File: src/rtl/aigc_pkg.sv
// Shared types and coefficient tables for the approximate inverse Gaussian CDF.
package aigc_pkg;

    localparam int IDX_W   = 4;   // interval index width (16 stored segments)
    localparam int STORED  = 16;
    localparam int FRAC_W  = 32;  // folded fraction aligned to Q0.32
    localparam int C0_W    = 20;  // signed Q15.16 offsets fit in 20 bits
    localparam int C1_W    = 31;  // unsigned Q15.16 slopes fit in 31 bits
    localparam int PROD_W  = FRAC_W + C1_W;
    localparam int SUM_W   = 64;
    localparam int RND_SH  = 21;  // Q15.48 -> Q4.27
    localparam int RND_W   = SUM_W - RND_SH;
    localparam int OUT_W   = 31;

    localparam logic signed [OUT_W-1:0] OUT_LIMIT = 31'sd671088640;  // 5.0 in Q4.27

    typedef logic [IDX_W-1:0] t_idx;

    // folded sample with its segment coefficients
    typedef struct packed {
        logic                   upper;
        logic [FRAC_W-1:0]      frac;
        logic signed [C0_W-1:0] c0;
        logic [C1_W-1:0]        c1;
    } t_seg;

    localparam logic signed [C0_W-1:0] C0_TAB [STORED] = '{
        20'sd0,       -20'sd86970,  -20'sd104996, -20'sd124202,
        -20'sd142232, -20'sd158955, -20'sd174519, -20'sd189095,
        -20'sd202829, -20'sd215838, -20'sd228219, -20'sd240049,
        -20'sd251393, -20'sd262303, -20'sd272823, -20'sd299110
    };

    localparam logic [C1_W-1:0] C1_TAB [STORED] = '{
        31'd0,         31'd175181,    31'd247020,     31'd397946,
        31'd680898,    31'd1205771,   31'd2183103,    31'd4014170,
        31'd7465469,   31'd14005597,  31'd26456583,   31'd50255452,
        31'd95901975,  31'd183715380, 31'd353091315,  31'd1417716448
    };

endpackage

File: src/rtl/aigc_seg.sv
// Fold onto the lower half, find the dyadic segment, align and look up coefficients.
module aigc_seg #(
    parameter int UNIFORM_BITS  = 32,
    parameter int TABLE_ENTRIES = 16
) (
    input  logic [UNIFORM_BITS-1:0] i_uniform,
    output aigc_pkg::t_seg          o_seg
);
    import aigc_pkg::*;

    // deepest segment reachable: last table entry or last stored entry, whichever is lower
    localparam int LZ_MAX = (TABLE_ENTRIES - 1 < STORED - 1) ? TABLE_ENTRIES - 1 : STORED - 1;

    logic                    w_upper;
    logic [UNIFORM_BITS-1:0] w_neg;
    logic [UNIFORM_BITS-1:0] w_f;
    logic [FRAC_W-1:0]       w_frac;
    t_idx                    w_idx;

    assign w_upper = i_uniform[UNIFORM_BITS-1];
    assign w_neg   = '0 - i_uniform;

    always_comb begin
        w_f = w_upper ? w_neg : i_uniform;
        // zero code behaves as the smallest nonzero code
        if (w_f == '0) begin
            w_f = {{(UNIFORM_BITS-1){1'b0}}, 1'b1};
        end
    end

    // leading zeros, only counted as far as the clamp
    always_comb begin
        w_idx = IDX_W'(LZ_MAX);
        for (int i = LZ_MAX - 1; i >= 0; i--) begin
            if (w_f[UNIFORM_BITS-1-i]) begin
                w_idx = IDX_W'(i);
            end
        end
    end

    generate
        if (UNIFORM_BITS >= FRAC_W) begin : g_trunc
            assign w_frac = w_f[UNIFORM_BITS-1 -: FRAC_W];
        end else begin : g_pad
            assign w_frac = {w_f, {(FRAC_W-UNIFORM_BITS){1'b0}}};
        end
    endgenerate

    always_comb begin
        o_seg.upper = w_upper;
        o_seg.frac  = w_frac;
        o_seg.c0    = C0_TAB[w_idx];
        o_seg.c1    = C1_TAB[w_idx];
    end

endmodule

File: src/rtl/approx_inverse_gaussian_cdf.sv
// Top level: pipelined piecewise-linear inverse normal CDF on dyadic segments.
// Throughput: one transaction per clock; busy is tied low, start is always taken.
// Pipeline: input reg, segment/coef reg, product reg (32x31 multiply), rounded sum reg,
// then saturate/negate into the result reg. The receiver cannot stall; none is needed.
// Reset (i_rst_n low, synchronous) clears the valid pipe; payload regs are not reset.
module approx_inverse_gaussian_cdf #(
    parameter int TABLE_ENTRIES = 16,
    parameter int UNIFORM_BITS  = 32
) (
    input  logic                                  i_clk,
    input  logic                                  i_rst_n,
    input  logic                                  start,
    output logic                                  busy,
    input  logic [UNIFORM_BITS-1:0]               i_uniform,
    output logic                                  o_valid,
    output logic signed [aigc_pkg::OUT_W-1:0]     o_gaussian
);
    import aigc_pkg::*;

    // stage 0: captured input
    logic [UNIFORM_BITS-1:0] r_u;
    // stage 1: fold + segment lookup
    t_seg                    w_seg;
    t_seg                    r_seg;
    // stage 2: slope product
    logic [PROD_W-1:0]       r_prod;
    logic signed [C0_W-1:0]  r_c0;
    logic                    r_up_p;
    // stage 3: offset add + round half up to Q4.27
    logic signed [SUM_W-1:0] w_sum;
    logic signed [RND_W-1:0] r_rnd;
    logic                    r_up_r;
    // stage 4: saturate, negate for upper half
    logic signed [OUT_W-1:0] w_sat;
    logic signed [OUT_W-1:0] n_gaussian;

    logic [3:0]              r_vld;

    // the datapath never holds off a transaction
    assign busy = 1'b0;

    aigc_seg #(
        .UNIFORM_BITS  (UNIFORM_BITS),
        .TABLE_ENTRIES (TABLE_ENTRIES)
    ) u_seg (
        .i_uniform (r_u),
        .o_seg     (w_seg)
    );

    // c0 is Q15.16, moved to Q15.48; product is already Q15.48.
    // Sum stays far inside 64 bits, so the floor shift is a plain part-select.
    assign w_sum = $signed({{(SUM_W-C0_W-FRAC_W){r_c0[C0_W-1]}}, r_c0, {FRAC_W{1'b0}}})
                 + $signed({{(SUM_W-PROD_W){1'b0}}, r_prod})
                 + $signed(SUM_W'(64'd1 << (RND_SH - 1)));

    always_comb begin
        if (r_rnd > RND_W'(OUT_LIMIT)) begin
            w_sat = OUT_LIMIT;
        end else if (r_rnd < -RND_W'(OUT_LIMIT)) begin
            w_sat = -OUT_LIMIT;
        end else begin
            w_sat = r_rnd[OUT_W-1:0];
        end
        n_gaussian = r_up_r ? -w_sat : w_sat;
    end

    // payload pipeline, no reset
    always_ff @(posedge i_clk) begin
        r_u        <= i_uniform;
        r_seg      <= w_seg;
        r_prod     <= PROD_W'(r_seg.frac) * PROD_W'(r_seg.c1);
        r_c0       <= r_seg.c0;
        r_up_p     <= r_seg.upper;
        r_rnd      <= w_sum[SUM_W-1:RND_SH];
        r_up_r     <= r_up_p;
        o_gaussian <= n_gaussian;
    end

    // valid tracking
    always_ff @(posedge i_clk) begin
        if (!i_rst_n) begin
            r_vld   <= '0;
            o_valid <= 1'b0;
        end else begin
            r_vld   <= {r_vld[2:0], start & ~busy};
            o_valid <= r_vld[3];
        end
    end

endmodule

File: config.mk
export PLATFORM = sky130hd
export DESIGN_NAME = approx_inverse_gaussian_cdf
export DESIGN_NICKNAME = d
export VERILOG_FILES = /design/src/rtl/aigc_pkg.sv /design/src/rtl/aigc_seg.sv /design/src/rtl/approx_inverse_gaussian_cdf.sv
export SDC_FILE = /design/constraint.sdc
export NUM_CORES = 2
export LEC_CHECK = 0
export BUFFER_PORTS_ARGS = -buffer_cell sky130_fd_sc_hd__clkbuf_2
export CORE_MARGIN = 5
export CORE_UTILIZATION = 51
export DETAILED_ROUTE_END_ITERATION = 6
export PLACE_DENSITY_LB_ADDON = 0.3
export SLEW_MARGIN = 20
export SYNTH_ARGS = -nofsm -noshare
export SYNTH_HDL_FRONTEND = slang
export SYNTH_HIERARCHICAL = 1
export SYNTH_SLANG_ARGS = --single-unit
File: constraint.sdc
create_clock -name i_clk -period 9.3 [get_ports i_clk]
set_input_delay 1.86 -clock i_clk [delete_from_list [all_inputs] [get_ports i_clk]]
set_output_delay 1.86 -clock i_clk [all_outputs]
set_load 0.1 [all_outputs]
==> results.txt <==
result of the run = completed
worst endpoint required time = 9.77 ns
Avg Cell Area, Syn = 9.262 um^2
Register Area = 5216 um^2
gpl congestion = 0.9314
Crit path top cell by count = fa_1
Post-DP HPWL = 93560 um
IO Pins = 68
ys async rst share = 0%
count of final max-slew check failures = 0
pin count of the biggest net entering global routing = 58
setup tns final = 0 ns
post-layout net count = 5685
DR WL/cell = 20.83 um
fraction of layout cells with a size suffix above 1 = 6.026%
critical path class = register to register
final setup skew = 0.03302 ns
DIE WIDTH = 297.3 um
min Tclk post-route = 8.811 ns
Setup Fix Bufs, Post-CTS = 0
area delta synth->final = 6.152%
DP Area = 43600 um^2
crit-path max FO = 15
critical path launch point type = register
core area = 81980 um^2
crit path DAT = 9.28 ns
Starting DRT DRC Count = 2187
CTS Sinks = 260
Final Cycle Share = 94.74%
hold_buf cts = 0
# rows = 105
Slew @ Worst Pin = 1.119 ns
Cells after Synth = 4546
number of max-cap violations = 0
Fill cells = 7467
antenna violations before repair = 2
hold crit path type = register to register
drt via density = 5.600
mapped cell area = 42100 um^2
cell family with most CP delay = adder cells
CTS tree = done
post-CTS sizing = 0
ANT cells = 0
input/output buffers = 66
drt first pass iters = 5
Min Hold Slack = 0.3222 ns
crit path buf inv count = 4
CTS buffer count = 29
htree depth = 1
post-synthesis sequential area ratio = 12.36%
Clock Tree Buf Depth = 3
die area = 88400 um^2
Final setup viols = 0
first-pass GRT wire length = 183900 um
CP cell instances = buf_4, nand2_1, fa_1, fa_1, fa_1, fa_1, inv_1, fa_1, fa_1, fa_1, inv_1, fa_1, inv_1, ha_1, and4_1, and3_1, nand3_1, a2111oi_0, nor2_1, a21oi_1, a311oi_1, o21ai_0, a21oi_1, xnor2_1
number of global-route vias before repair = 33110
Slew HR = 25.41%
Top FF cell, synth = dfxtp_1
multi-input logic area = 32710 um^2
Clk Latency, worst-skew pair = 0.61 ns
root buffer cell = clkbuf_16
number of synthesized flops with an enable pin = 0
Achievable Freq = 113.5 MHz
Cells after DPL = 5531
Post-Route WL = 116300 um
Layout Cells excl Fill = 5584
Global Route Usage Sum = 26.28%
RSZ-0062 raised after global routing = false
Mapped Nets = 5739
Fin. Hold Viols = 0
via count = 31270
CP peak stage delay = 1.00 ns
Worst-path clk slew = 0.07 ns
Yosys Warn Count = 6
Initial Utilization = 51.36%
Setup crit end kind = register
Die Y = 297.3 um
final instance area = 44690 um^2
drc violations = 0
global route overflow = 0
Cell variety after synth = 94
Routed Antenna Nets = 0
CP max-delay cell = dfxtp_1
Seq cells post-synth = 260
-- state kept, by name, summed over array words and instances (netlist names) --
signal,cells
r_vld,4
r_c0,20
o_gaussian,31
r_u,32
r_seg,84
r_prod,43
r_rnd,43
r_up_r,1
r_up_p,1
o_valid,1
-- cell type report --
cell class                 instances  area share, %
sequential                       260          11.67
clock buffer                      34          1.711
timing repair buffer             168          2.508
inverter                         857          7.198
clock inverter                    19         0.7251
tap                             1070          2.996
multi-input combinational       3176          73.19
-- through the flow --
stage               util, %  worst slack (ns)
finish                54.52            0.4888
global placement      53.19            0.8979
floorplan                 -             1.653
CTS                   54.52            0.6799
global route          54.52            0.2207
detailed placement    53.19            0.7008
-- worst reg2reg max path: stages, from the launching register on --
cell and delay [ns]:
dfxtp_1 1.00, buf_4 0.35, nand2_1 0.09, fa_1 0.53, fa_1 0.45, fa_1 0.54, fa_1 0.53, inv_1 0.06
fa_1 0.57, fa_1 0.45, fa_1 0.60, inv_1 0.08, fa_1 0.48, inv_1 0.04, ha_1 0.41, and4_1 0.29
and3_1 0.27, nand3_1 0.14, a2111oi_0 0.36, nor2_1 0.20, a21oi_1 0.41, a311oi_1 0.24, o21ai_0 0.32, a21oi_1 0.13
xnor2_1 0.13
-- path summary, 6_finish.rpt --
| kind | from | endpoint | slack (ns) | cells past startpoint |
|---|---|---|---|---|
| setup reg to reg | r_seg[12] | r_prod[62] | 0.49 | 24 |
| setup / recovery | r_seg[12] | r_prod[62] | 0.49 | 24 |
| hold reg to reg | r_seg[47] | r_c0[16] | 0.32 | 0 |
| hold / removal | r_seg[47] | r_c0[16] | 0.32 | 0 |
-- layout by cell type, fill, tap and decap left out, types with 42 or more instances in the layout --
| cell | Yosys | layout |
|---|---|---|
| ha_1 | 293 | 293 |
| and2_1 | 552 | 552 |
| nand3_1 | 42 | 42 |
| clkbuf_2 | 0 | 66 |
| fa_1 | 865 | 865 |
| dfxtp_1 | 260 | 251 |
| a21o_1 | 55 | 55 |
| nand2_1 | 559 | 559 |
| o21ai_0 | 63 | 63 |
| xnor2_1 | 94 | 94 |
| inv_1 | 854 | 854 |
| a21oi_1 | 120 | 119 |
| nor2_1 | 92 | 92 |
| buf_4 | 5 | 100 |
-- routing by layer --
metal | global-route usage [%] | part of all wire (%) | vias up
met4 | 13.09 | 6.3 | 0
met1 | 33.89 | 38 | 15750
met5 | 0 | 0 | -
met2 | 43.60 | 47 | 1377
li1 | - | - | 13760
met3 | 3.897 | 8.2 | 385
-- logic make-up (layout without fill, tap and decap cells) --
| group | after synthesis | count (layout) | synth area share [%] |
|---|---|---|---|
| AND/OR/NAND/NOR | 1427 | 1427 | 17.35 |
| adder cells (fa/ha/maj) | 1158 | 1158 | 49.84 |
| buffers and inverters | 1110 | 1078 | 10.00 |
| AO/OA/AOI/OAI | 436 | 436 | 7.195 |
| flip-flops | 260 | 260 | 12.36 |
| XOR/XNOR | 135 | 135 | 2.808 |
| multiplexers | 18 | 18 | 0.4309 |
| other | 2 | 2 | 0.01784 |
-- synthesized netlist by cell type (26+ instances only) --
cell      count  area (um^2)
a21o_1       55        412.9
a21oi_1     120        600.6
and2_1      552         3453
clkbuf_1    231        867.1
dfxtp_1     260         5205
fa_1        865        17320
ha_1        293         3666
inv_1       854         3206
nand2_1     559         2098
nand3_1      42        210.2
nand4_1      26        162.7
nor2_1       92        345.3
nor3_1       29        145.1
o21ai_0      63        315.3
xnor2_1      94        823.3
xor2_1       41        359.1
Power is left out: the tool's default activity adds up to more than one toggle a clock period on the data nets, which glitch-free logic cannot reach.
